$ cat config.mk
export PLATFORM = sky130hd
export DESIGN_NAME = sorted_priority_queue_top_flat
export DESIGN_NICKNAME = d
export VERILOG_FILES = /design/src/rtl/spq_pkg.sv /design/src/rtl/spq_in_if.sv /design/src/rtl/spq_out_if.sv /design/src/rtl/spq_cell.sv /design/src/rtl/sorted_priority_queue_top.sv /design/src/flat_wrapper.sv
export VERILOG_INCLUDE_DIRS = /design/src /design/src/rtl
export SDC_FILE = /design/constraint.sdc
export NUM_CORES = 2
export LEC_CHECK = 0
export BUFFER_PORTS_ARGS = -buffer_cell sky130_fd_sc_hd__clkbuf_2
export CAP_MARGIN = 0
export CORE_AREA = 2 2 366 368
export CTS_CLUSTER_SIZE = 14
export DETAILED_ROUTE_END_ITERATION = 10
export DIE_AREA = 0 0 368 370
export GPL_TIMING_DRIVEN = 0
export PLACE_DENSITY_LB_ADDON = 0.25
export SYNTH_ARGS = -nofsm -noshare
export SYNTH_HDL_FRONTEND = slang
export SYNTH_SLANG_ARGS = --single-unit
$ cat constraint.sdc
create_clock -name clk_i -period 15.59 [get_ports clk_i]
set_clock_uncertainty 0.05 [all_clocks]
set_input_delay 3.118 -clock clk_i [delete_from_list [all_inputs] [get_ports clk_i]]
set_output_delay 3.118 -clock clk_i [all_outputs]
set_load 0.02 [all_outputs]
$ cat src/rtl/sorted_priority_queue_top_assert.svh
// Assertion macros used by the sorted priority queue RTL.
`ifndef SORTED_PRIORITY_QUEUE_TOP_ASSERT_SVH
`define SORTED_PRIORITY_QUEUE_TOP_ASSERT_SVH

// Checks that a property holds at every clock edge outside reset.
`define SPQ_ASSERT(name, clk, rstn, prop) \
  name: assert property (@(posedge clk) disable iff (!(rstn)) (prop)) \
    else $error("sorted priority queue assertion failed");

// Checks that a consequence holds in the cycle after its antecedent.
`define SPQ_ASSERT_NEXT(name, clk, rstn, ante, cons) \
  name: assert property (@(posedge clk) disable iff (!(rstn)) (ante) |=> (cons)) \
    else $error("sorted priority queue assertion failed");

`endif

$ cat src/rtl/spq_pkg.sv
// Types and constants of the sorted priority queue.
package spq_pkg;

  localparam int unsigned Depth = 16;
  localparam int unsigned CntW  = $clog2(Depth + 1);
  localparam int unsigned DataW = 32;
  localparam int unsigned PrioW = 16;
  localparam int unsigned OutCntW = 5;

  typedef enum logic {
    OP_INSERT = 1'b0,
    OP_REMOVE = 1'b1
  } opcode_e;

  typedef enum logic [1:0] {
    ST_INSERTED  = 2'd0,
    ST_REMOVED   = 2'd1,
    ST_UNDERFLOW = 2'd2,
    ST_FULL      = 2'd3
  } status_e;

  typedef struct packed {
    logic [DataW-1:0] data;
    logic [PrioW-1:0] prio;
  } entry_t;

  // Command broadcast to every cell at once.
  typedef struct packed {
    logic   insert;
    logic   remove;
    entry_t new_entry;
  } cell_cmd_t;

  // Status a cell shows to its right-hand neighbor.
  typedef struct packed {
    logic gt;
    logic occ;
  } link_t;

endpackage

$ cat src/rtl/spq_in_if.sv
// Input channel of the sorted priority queue.
interface spq_in_if;
  logic                            valid;
  logic                            ready;
  logic                            opcode;
  logic signed [spq_pkg::DataW-1:0] data_value;
  logic signed [spq_pkg::PrioW-1:0] priority_value;

  modport source (output valid, opcode, data_value, priority_value, input ready);
  modport sink (input valid, opcode, data_value, priority_value, output ready);
endinterface

$ cat src/rtl/spq_out_if.sv
// Result channel of the sorted priority queue.
interface spq_out_if;
  logic                              valid;
  logic                              ready;
  logic [1:0]                        status;
  logic signed [spq_pkg::DataW-1:0]  removed_data;
  logic signed [spq_pkg::PrioW-1:0]  removed_priority;
  logic [spq_pkg::OutCntW-1:0]       entry_count;

  modport source (output valid, status, removed_data, removed_priority, entry_count,
                  input ready);
  modport sink (input valid, status, removed_data, removed_priority, entry_count,
                output ready);
endinterface

$ cat src/rtl/spq_cell.sv
// One slot of the sorted queue: holds an entry and trades it with its neighbors.
module spq_cell (
  input  logic               clk_i,
  input  spq_pkg::cell_cmd_t cmd_i,
  input  logic               occ_i,
  input  spq_pkg::link_t     left_i,
  input  spq_pkg::entry_t    left_entry_i,
  input  spq_pkg::entry_t    right_entry_i,
  output logic               gt_o,
  output spq_pkg::entry_t    entry_o
);

  spq_pkg::entry_t entry_q, entry_d;
  logic            gt;

  assign gt = occ_i && ($signed(entry_q.prio) > $signed(cmd_i.new_entry.prio));

  always_comb begin
    entry_d = entry_q;
    if (cmd_i.insert) begin
      // Entries with a larger priority move one place toward the tail; the
      // first such slot, or the first free slot, takes the new entry.
      if (left_i.gt) begin
        entry_d = left_entry_i;
      end else if (gt || (!occ_i && left_i.occ)) begin
        entry_d = cmd_i.new_entry;
      end
    end else if (cmd_i.remove) begin
      entry_d = right_entry_i;
    end
  end

  always_ff @(posedge clk_i) begin
    entry_q <= entry_d;
  end

  assign gt_o    = gt;
  assign entry_o = entry_q;

endmodule

$ cat src/rtl/sorted_priority_queue_top.sv
// Sorted priority queue: a chain of Depth cells kept in priority order.
//
// Input channel in_i carries an opcode (insert or remove), a data word and a
// signed priority; result channel out_o carries status, the removed entry and
// the entry count after the operation. Both use valid/ready, and a
// transaction completes when both are high at a rising clock edge.
// An insert goes behind every stored entry of lower or equal priority; a
// remove returns the head, the entry of the smallest priority.
// Every cell compares its priority with the new one in parallel and moves its
// entry one place along the chain. The result appears in the output register
// the cycle after the input transaction, and the block takes one item per
// cycle while the receiver does not stall out_o.
// Inserts on a full queue report full; removes on an empty queue report
// underflow, and the queue is left as it was.
// Reset empties the queue at once: the entry count is cleared, stored entries
// are not. While the receiver holds out_o ready low with a result waiting, the
// input is not accepted; the result register alone parts the two sides.
module sorted_priority_queue_top (
  input  logic      clk_i,
  input  logic      rst_ni,
  spq_in_if.sink    in_i,
  spq_out_if.source out_o
);
  `include "sorted_priority_queue_top_assert.svh"

  localparam int unsigned Depth = spq_pkg::Depth;
  localparam int unsigned CntW  = spq_pkg::CntW;

  logic [CntW-1:0]     count_q, count_d;
  logic                out_valid_q;
  spq_pkg::status_e    status_q, status_d;
  spq_pkg::entry_t     rem_q, rem_d;
  logic [spq_pkg::OutCntW-1:0] out_cnt_q;

  logic                accept, is_insert, full, empty;
  spq_pkg::cell_cmd_t  cmd;
  logic            [Depth-1:0] occ, gt;
  spq_pkg::entry_t [Depth-1:0] entries;

  assign in_i.ready = !out_valid_q || out_o.ready;
  assign accept     = in_i.valid && in_i.ready;
  assign is_insert  = (spq_pkg::opcode_e'(in_i.opcode) == spq_pkg::OP_INSERT);
  assign full       = (count_q == CntW'(Depth));
  assign empty      = (count_q == '0);

  assign cmd.insert         = accept && is_insert && !full;
  assign cmd.remove         = accept && !is_insert && !empty;
  assign cmd.new_entry.data = in_i.data_value;
  assign cmd.new_entry.prio = in_i.priority_value;

  for (genvar i = 0; i < Depth; i++) begin : g_cell
    spq_pkg::link_t  left;
    spq_pkg::entry_t left_entry, right_entry;

    assign occ[i] = (count_q > CntW'(i));

    if (i == 0) begin : g_head
      assign left.gt     = 1'b0;
      assign left.occ    = 1'b1;
      assign left_entry  = '0;
    end else begin : g_body
      assign left.gt     = gt[i-1];
      assign left.occ    = occ[i-1];
      assign left_entry  = entries[i-1];
    end

    if (i == Depth - 1) begin : g_tail
      assign right_entry = '0;
    end else begin : g_mid
      assign right_entry = entries[i+1];
    end

    spq_cell u_cell (
      .clk_i        (clk_i),
      .cmd_i        (cmd),
      .occ_i        (occ[i]),
      .left_i       (left),
      .left_entry_i (left_entry),
      .right_entry_i(right_entry),
      .gt_o         (gt[i]),
      .entry_o      (entries[i])
    );
  end

  always_comb begin
    count_d  = count_q;
    rem_d    = '0;
    status_d = spq_pkg::ST_INSERTED;
    if (is_insert) begin
      if (full) begin
        status_d = spq_pkg::ST_FULL;
      end else begin
        count_d = count_q + CntW'(1);
      end
    end else if (empty) begin
      status_d = spq_pkg::ST_UNDERFLOW;
    end else begin
      status_d = spq_pkg::ST_REMOVED;
      rem_d    = entries[0];
      count_d  = count_q - CntW'(1);
    end
  end

  always_ff @(posedge clk_i or negedge rst_ni) begin
    if (!rst_ni) begin
      count_q     <= '0;
      out_valid_q <= 1'b0;
    end else begin
      if (accept) begin
        count_q     <= count_d;
        out_valid_q <= 1'b1;
      end else if (out_o.ready) begin
        out_valid_q <= 1'b0;
      end
    end
  end

  always_ff @(posedge clk_i) begin
    if (accept) begin
      status_q  <= status_d;
      rem_q     <= rem_d;
      out_cnt_q <= spq_pkg::OutCntW'(count_d);
    end
  end

  assign out_o.valid            = out_valid_q;
  assign out_o.status           = status_q;
  assign out_o.removed_data     = rem_q.data;
  assign out_o.removed_priority = rem_q.prio;
  assign out_o.entry_count      = out_cnt_q;

  `SPQ_ASSERT(a_count_bound, clk_i, rst_ni, count_q <= CntW'(Depth))
  `SPQ_ASSERT_NEXT(a_full_reject, clk_i, rst_ni, accept && is_insert && full,
                   out_valid_q && status_q == spq_pkg::ST_FULL && count_q == $past(count_q))
  `SPQ_ASSERT_NEXT(a_remove_count, clk_i, rst_ni, accept && !is_insert && !empty,
                   count_q == $past(count_q) - CntW'(1))
  `SPQ_ASSERT(a_zero_payload, clk_i, rst_ni,
              !out_valid_q || status_q == spq_pkg::ST_REMOVED || rem_q == '0)

endmodule
$ cat src/flat_wrapper.sv
// flat-port wrapper written by rule: the top's interface ports become plain ports
module sorted_priority_queue_top_flat 
  (clk_i, rst_ni, in_i_valid, in_i_opcode, in_i_data_value, in_i_priority_value, in_i_ready, out_o_valid, out_o_status, out_o_removed_data, out_o_removed_priority, out_o_entry_count, out_o_ready);
  spq_in_if in_i_i ();
  spq_out_if out_o_i ();
  input  logic clk_i;
  input  logic rst_ni;
  input wire logic [$bits(in_i_i.valid)-1:0] in_i_valid;
  input wire logic [$bits(in_i_i.opcode)-1:0] in_i_opcode;
  input wire logic [$bits(in_i_i.data_value)-1:0] in_i_data_value;
  input wire logic [$bits(in_i_i.priority_value)-1:0] in_i_priority_value;
  output wire logic [$bits(in_i_i.ready)-1:0] in_i_ready;
  output wire logic [$bits(out_o_i.valid)-1:0] out_o_valid;
  output wire logic [$bits(out_o_i.status)-1:0] out_o_status;
  output wire logic [$bits(out_o_i.removed_data)-1:0] out_o_removed_data;
  output wire logic [$bits(out_o_i.removed_priority)-1:0] out_o_removed_priority;
  output wire logic [$bits(out_o_i.entry_count)-1:0] out_o_entry_count;
  input wire logic [$bits(out_o_i.ready)-1:0] out_o_ready;
  assign in_i_i.valid = in_i_valid;
  assign in_i_i.opcode = in_i_opcode;
  assign in_i_i.data_value = in_i_data_value;
  assign in_i_i.priority_value = in_i_priority_value;
  assign in_i_ready = in_i_i.ready;
  assign out_o_valid = out_o_i.valid;
  assign out_o_status = out_o_i.status;
  assign out_o_removed_data = out_o_i.removed_data;
  assign out_o_removed_priority = out_o_i.removed_priority;
  assign out_o_entry_count = out_o_i.entry_count;
  assign out_o_i.ready = out_o_ready;
  sorted_priority_queue_top u_core (.clk_i(clk_i), .rst_ni(rst_ni), .in_i(in_i_i), .out_o(out_o_i));
endmodule
## After elaboration in Yosys (flattened, before gate mapping)

Cells that the tools add are included.

| cells by class | value |
|---|---|
| eq/ne operators | 17 |
| div/mod/pow operators | 0 |
| reductions and logical operators | 92 |
| $mul | 0 |
| shift-type cells | 0 |
| mux-type cells | 71 |
| order comparisons | 32 |
| $add $sub $neg | 2 |
| bitwise logic cells | 1 |

Operators with widths:

| cell | number |
|---|---|
| 48-bit two-way mux | 63 |
| 16-bit > comparator | 16 |
| 3-bit inequality test, second input constant | 15 |
| 5-bit by 4-bit > comparator with 1-bit output, second input constant | 8 |
| 1-bit logical AND | 36 |
| 2-bit AND reduction | 16 |
| 5-bit by 3-bit > comparator with 1-bit output, second input constant | 4 |
| 1-bit logical NOT | 19 |
| 1-bit logical OR | 17 |
| 5-bit two-way mux | 3 |
| 5-bit by 1-bit > comparator with 1-bit output, second input constant | 2 |
| 5-bit by 2-bit > comparator with 1-bit output, second input constant | 2 |
| 2-bit two-way mux | 3 |
| 5-bit by 1-bit adder with 5-bit output, second input constant | 1 |
| 5-bit == test, second input constant | 1 |
| 5-bit logical NOT | 1 |
| 5-bit by 1-bit subtractor with 5-bit output, second input constant | 1 |
| 2-bit nonzero test | 2 |
| 1-bit two-way mux | 2 |
| 2-bit inequality test, second input constant | 1 |
| 2-bit OR reduction | 1 |
| 1-bit inverter | 1 |

| word-level totals | value |
|---|---|
| register bits after elaboration | 829 |
| bits in latches | 0 |
| word-level logic and storage cells | 253 |
| memory bits (writable) | 0 |
| input port bits | 53 |
| output and inout port bits | 57 |
| memories kept | 0 |
| memory bits (read-only) | 0 |

## Logic depth before layout (Yosys ltp)

| depth | value |
|---|---|
| word-level depth | 7 |
| mapped depth | 13 |
| mapped depth without buffers | 9 |

## Cells and area by module

Synthesis repeated with hierarchy kept, for this count alone.

| second synthesis, totals | value |
|---|---|
| cells, all modules | 4,565 |
| area total of the unflattened synthesis | 48,850.6 um^2 |

By module, submodules not included:

| module | area an instance (um^2) | sequential area each (um^2) | cells an instance | instances |
|---|---|---|---|---|
| spq_cell at u_core.g_cell[0].u_cell ... | 2,891.5 | 1,441.4 | 274 | 8 |
| spq_cell at u_core.g_cell[3].u_cell ... | 2,865.2 | 1,441.4 | 269 | 7 |
| spq_cell at u_core.g_cell[11].u_cell | 2,902.8 | 1,441.4 | 269 | 1 |
| sorted_priority_queue_top | 2,758.9 | 1,801.7 | 221 | 1 |

## Worst setup path after synthesis

No wires, ideal clock.

| path | value |
|---|---|
| kind | input port to flip-flop |
| start point | input in_i_priority_value[10] |
| end point | register u_core.g_cell[5].u_cell.entry_q, in the netlist u_core.g_cell[5].u_cell.entry_o[0], enable pin |
| cell stages on the path | 11 |
| data arrival time | 8.852 ns |
| path slack | 6.168 ns |
| setup time | 0.520 ns |
| path buffers | 2 |
| data required time | 15.020 ns |
| cells stage by stage | clkbuf_1 inv_1 ha_1 a41o_1 a21oi_1 o21ai_0 a221oi_1 mux2i_1 clkbuf_1 nor3_1 o21ai_0 |

| on the way | value |
|---|---|
| cells in the longest elaborated chain, start to end | 5 |
| elaborated cells on any way between the ends | 7 |
| those cells by class | 2 x order compare; 1 x eq/ne; 4 x reduce/logical |

RTL lines:

| item | RTL line | RTL |
|---|---|---|
| start, declared | flat_wrapper.sv:11 | `input wire logic [$bits(in_i_i.priority_value)-1:0] in_i_priority_value;` |
| 16-bit > comparator | spq_cell.sv:16 | `assign gt = occ_i && ($signed(entry_q.prio) > $signed(cmd_i.new_entry.prio));` |
| 1-bit logical AND | spq_cell.sv:16 |  |
| 1-bit logical OR | spq_cell.sv:25 | `end else if (gt \|\| (!occ_i && left_i.occ)) begin` |
| 3-bit inequality test (no source line) (*) | -- |  |
| 2-bit AND reduction (no source line) (*) | -- |  |
| end signal, assigned | spq_cell.sv:34 | `entry_q <= entry_d;` |
| end, declared | spq_cell.sv:13 | `spq_pkg::entry_t entry_q, entry_d;` |

Mark *: on every way between the ends. The rest lies on a longest branch, timed or not.
A chain may end at the register's enable or synchronous reset.

## Worst setup path in the final report

| path | value |
|---|---|
| start point | input in_i_priority_value[13] |
| end point | register u_core.g_cell[1].u_cell.entry_q, in the netlist u_core.g_cell[1].u_cell.entry_o[24], enable pin |

| on the way | value |
|---|---|
| cells in the longest elaborated chain, start to end | 5 |
| elaborated cells on any way between the ends | 7 |
| those cells by class | 2 x order compare; 1 x eq/ne; 4 x reduce/logical |

RTL lines:

| item | RTL line |
|---|---|
| 16-bit > comparator | spq_cell.sv:16 |
| 1-bit logical AND | spq_cell.sv:16 |
| 1-bit logical OR | spq_cell.sv:25 |
| 3-bit inequality test (no source line) (*) | -- |
| 2-bit AND reduction (no source line) (*) | -- |
| end signal, assigned | spq_cell.sv:34 |
| end, declared | spq_cell.sv:13 |

Marked as above.

==> results.cfg <==
[floorplanning]
initial_core_util_pct = 34.8
coreArea_um2 = 132000
die_h_um = 370
die-width_um = 368
die_area_um2 = 136000
ios = 110
rows = 134

[clocking]
clockBufferDepth = 3
cts_resized = 0
htreeDepth = 3
clk-insertion-delay-late_ns = 0.72
numCtsBuffers = 97
clock_sinks = 829
cts_tree = yes
hold_buffers = 0
cts_setup_buffers = 0
clk_pin_slew_ns = 0.06
cts-root-buf = clkbuf_16

[setup_path]
timing.rr.start = u_core.g_cell[0].u_cell.entry_o[14]
worst_ep_arrival_time_ns = 9.26
path_class = primary input to register
crit_path_start_kind = primary input
reg2reg_to = u_core.g_cell[1].u_cell.entry_o[24]
end_kind = register
r2r_cells = 10
cp_data_required_time_ns = 15.93
cp_max_fo = 20
reg2reg_slack_ns = 9.67

[sta]
slew_headroom_pct = -3.89
period_minus_slack_ns = 8.92
maxSlewViolCount = 6
hold_viol = 0
whs_ns = 0.490
period_share_pct = 57.2
setup-violations-final = 0
final.setup.tns_ns = 0
grt_setup_unrepaired = no
max_freq_ghz = 0.112
worst_slew_pin_slew_ns = 1.55

[cells_and_area]
multi_input_area_um2 = 19800
drive_above_1_share_pct = 8.31
stdcell_count = 6360
ff_latch_area_um2 = 24900
area_delta_synth_final_pct = 14.3
fillers = 13100
layout.nets = 4826
final_cell_area_um2 = 52700

[detailed_routing]
routedWlPerCell_um = 28.5
first_iter_violations = 4042
routed_wl_um = 181000
vias = 37500
drtAntennaViolNets = 0
drc = 0
viasPerCell = 5.89
drtPass1Iterations = 6

[logic_synthesis]
synth_compound_area_share_pct = 13.2
ys_types = 66
synth-xor-area-share_pct = 0.0570
synthAdderAreaFrac_pct = 7.08
ys_warn_count = 0
yosysSeqAreaShare_pct = 53.9
synthMuxAreaShare_pct = 7.48
ys_ff_latch = 829
ys.flop_type = edfxtp_1
synth_cells = 4313
async_flop_share_pct = 0.724
synthesis.area_um2 = 46100
synth_edf_count = 823
avgSynthCellArea_um2 = 10.7
syn_nets = 4627
synth_top_family_by_area = simple AND/OR/NAND/NOR gates
synth_simple_gate_area_share_pct = 14.7

[pwr]
leakage_nw = 20.1
p_total_mw = 8.58
power_density_nw_per_um2 = 163
ir_drop_mv = 0.0792

[status]
violations = capacitance limit, slew limit
status = complete, but fails checks

[worst_hold_path]
hold_path_class = register to register
hold_depth = 2
min-delay-start = u_core.g_cell[1].u_cell.entry_o[24]
hold_end = u_core.g_cell[0].u_cell.entry_o[24]

[place]
portBuffers = 62
place.gp.congestion = 0.959
dp_hpwl_um = 139000
placed_cells = 6181
placed_area_um2 = 49600

[global_routing]
grt_pass1_wl_um = 259000
overflow = 0
grt_antenna_before_repair = 8
grt_max_degree = 41
grt_pass1_vias = 37300
grt_usage_pct = 25.9

[job]
cap_viol_max_count = 2
==> worst max-delay path: stages <==
cell	delay [ns]
clkbuf_1	0.43
inv_1	0.53
ha_1	0.50
nand3_1	0.18
nor4_1	0.77
a21boi_0	0.63
nor4_1	0.16
a211oi_2	1.09
buf_2	0.70
nor2_1	0.17
a31oi_4	0.60
buf_12	0.27
==> layout make-up <==
cell class	instances	area share (%)
clock inverter	55	0.987
multi-input combinational	3087	37.6
timing repair buffer	100	1.95
sequential	829	47.2
inverter	49	0.354
buffer	348	2.76
tap	1768	4.20
clock buffer	117	4.93
antenna	7	0.0332
==> cells by family (layout without fill, tap and decap cells) <==
group / count (synthesis) / count (layout)
simple gates: 1548 / 1548
xor+xnor: 3 / 3
buf+inv: 397 / 669
other cells: 0 / 7
flops: 829 / 829
fa+ha+maj: 261 / 261
compound gates: 932 / 932
mux: 343 / 343
==> worst max path at each step <==
stage | start | end | slack (ns) | cells past startpoint
floorplan | in_i_priority_value[10] | u_core.g_cell[5].u_cell.entry_o[0] | 6.17 | 11
global placement | in_i_priority_value[15] | u_core.g_cell[6].u_cell.entry_o[24] | 0.38 | 11
detailed placement | in_i_priority_value[14] | u_core.g_cell[1].u_cell.entry_o[26] | 6.15 | 12
CTS | in_i_priority_value[14] | u_core.g_cell[1].u_cell.entry_o[26] | 6.89 | 12
global route | in_i_priority_value[14] | u_core.g_cell[1].u_cell.entry_o[25] | 6.66 | 12
finish | in_i_priority_value[13] | u_core.g_cell[1].u_cell.entry_o[24] | 6.67 | 12
==> power by group <==
group | leakage (nW) | switching [mW] | internal, mW | total [mW]
combinational | 10.7 | 2.06 | 0.891 | 2.95
sequential | 7.86 | 0.263 | 3.06 | 3.32
clock | 1.52 | 1.00 | 1.30 | 2.30
total | 20.1 | 3.33 | 5.25 | 8.58
==> sequential cells by signal, indices dropped and copies added, names as in the netlist <==
signal                         cells
u_core.count_q                     5
u_core.out_o.entry_count           5
u_core.out_o.valid                 1
u_core.out_o.removed_priority     16
u_core.out_o.removed_data         32
u_core.g_cell.u_cell.entry_o     768
u_core.out_o.status                2
==> per-layer routing <==
layer	track usage, %	up-vias	wire, um
li1	-	16700	-
met1	34.0	18800	75300
met2	42.6	1721	84200
met3	5.06	306	14700
met4	9.45	2	6890
met5	0	-	13
==> Yosys cell counts (36+ instances only) <==
library cell  count  area, um^2
a21oi_1         138         691
and3_1           50         313
buf_1            36         135
buf_2           105         526
clkbuf_1        203         762
edfxtp_1        823       24700
ha_1            261        3270
inv_1            48         180
mux2i_1         339        3390
nand2_1         816        3060
nand3_1         392        1960
nand4_1          47         294
nor2_1          146         548
o211ai_1        391        2940
o21ai_0         234        1170
o21ai_1          36         180
==> layout by cell type (no fill, tap or decap), types with 7 or more instances in the layout <==
master / n
a31oi_4: 8
clkinv_2: 20
nor2_1: 146
nand4_1: 47
ha_1: 261
inv_1: 48
a21o_1: 30
a211o_1: 7
o221ai_1: 12
and4_1: 7
o21a_1: 11
buf_4: 7
mux2i_1: 338
o21ai_1: 36
clkbuf_2: 64
o211ai_1: 391
and3_1: 50
o21ai_0: 230
buf_12: 32
bufinv_16: 7
nand2b_1: 13
clkbuf_16: 101
buf_1: 36
buf_2: 105
a21boi_0: 7
diode_2: 7
edfxtp_1: 823
a21oi_1: 135
nor3_1: 28
nand2_1: 816
a41o_1: 7
clkinv_1: 20
nor2b_1: 16
nand3_1: 392
clkbuf_1: 216
nor4_1: 8
==> stage by stage <==
step	setup slack (ns)	util, %
global route	6.66	39.8
floorplan	6.17	-
detailed placement	6.15	37.4
CTS	6.89	39.8
finish	6.67	39.8
global placement	0.383	36.7
Note: power is estimated with default switching activity, not from simulation.
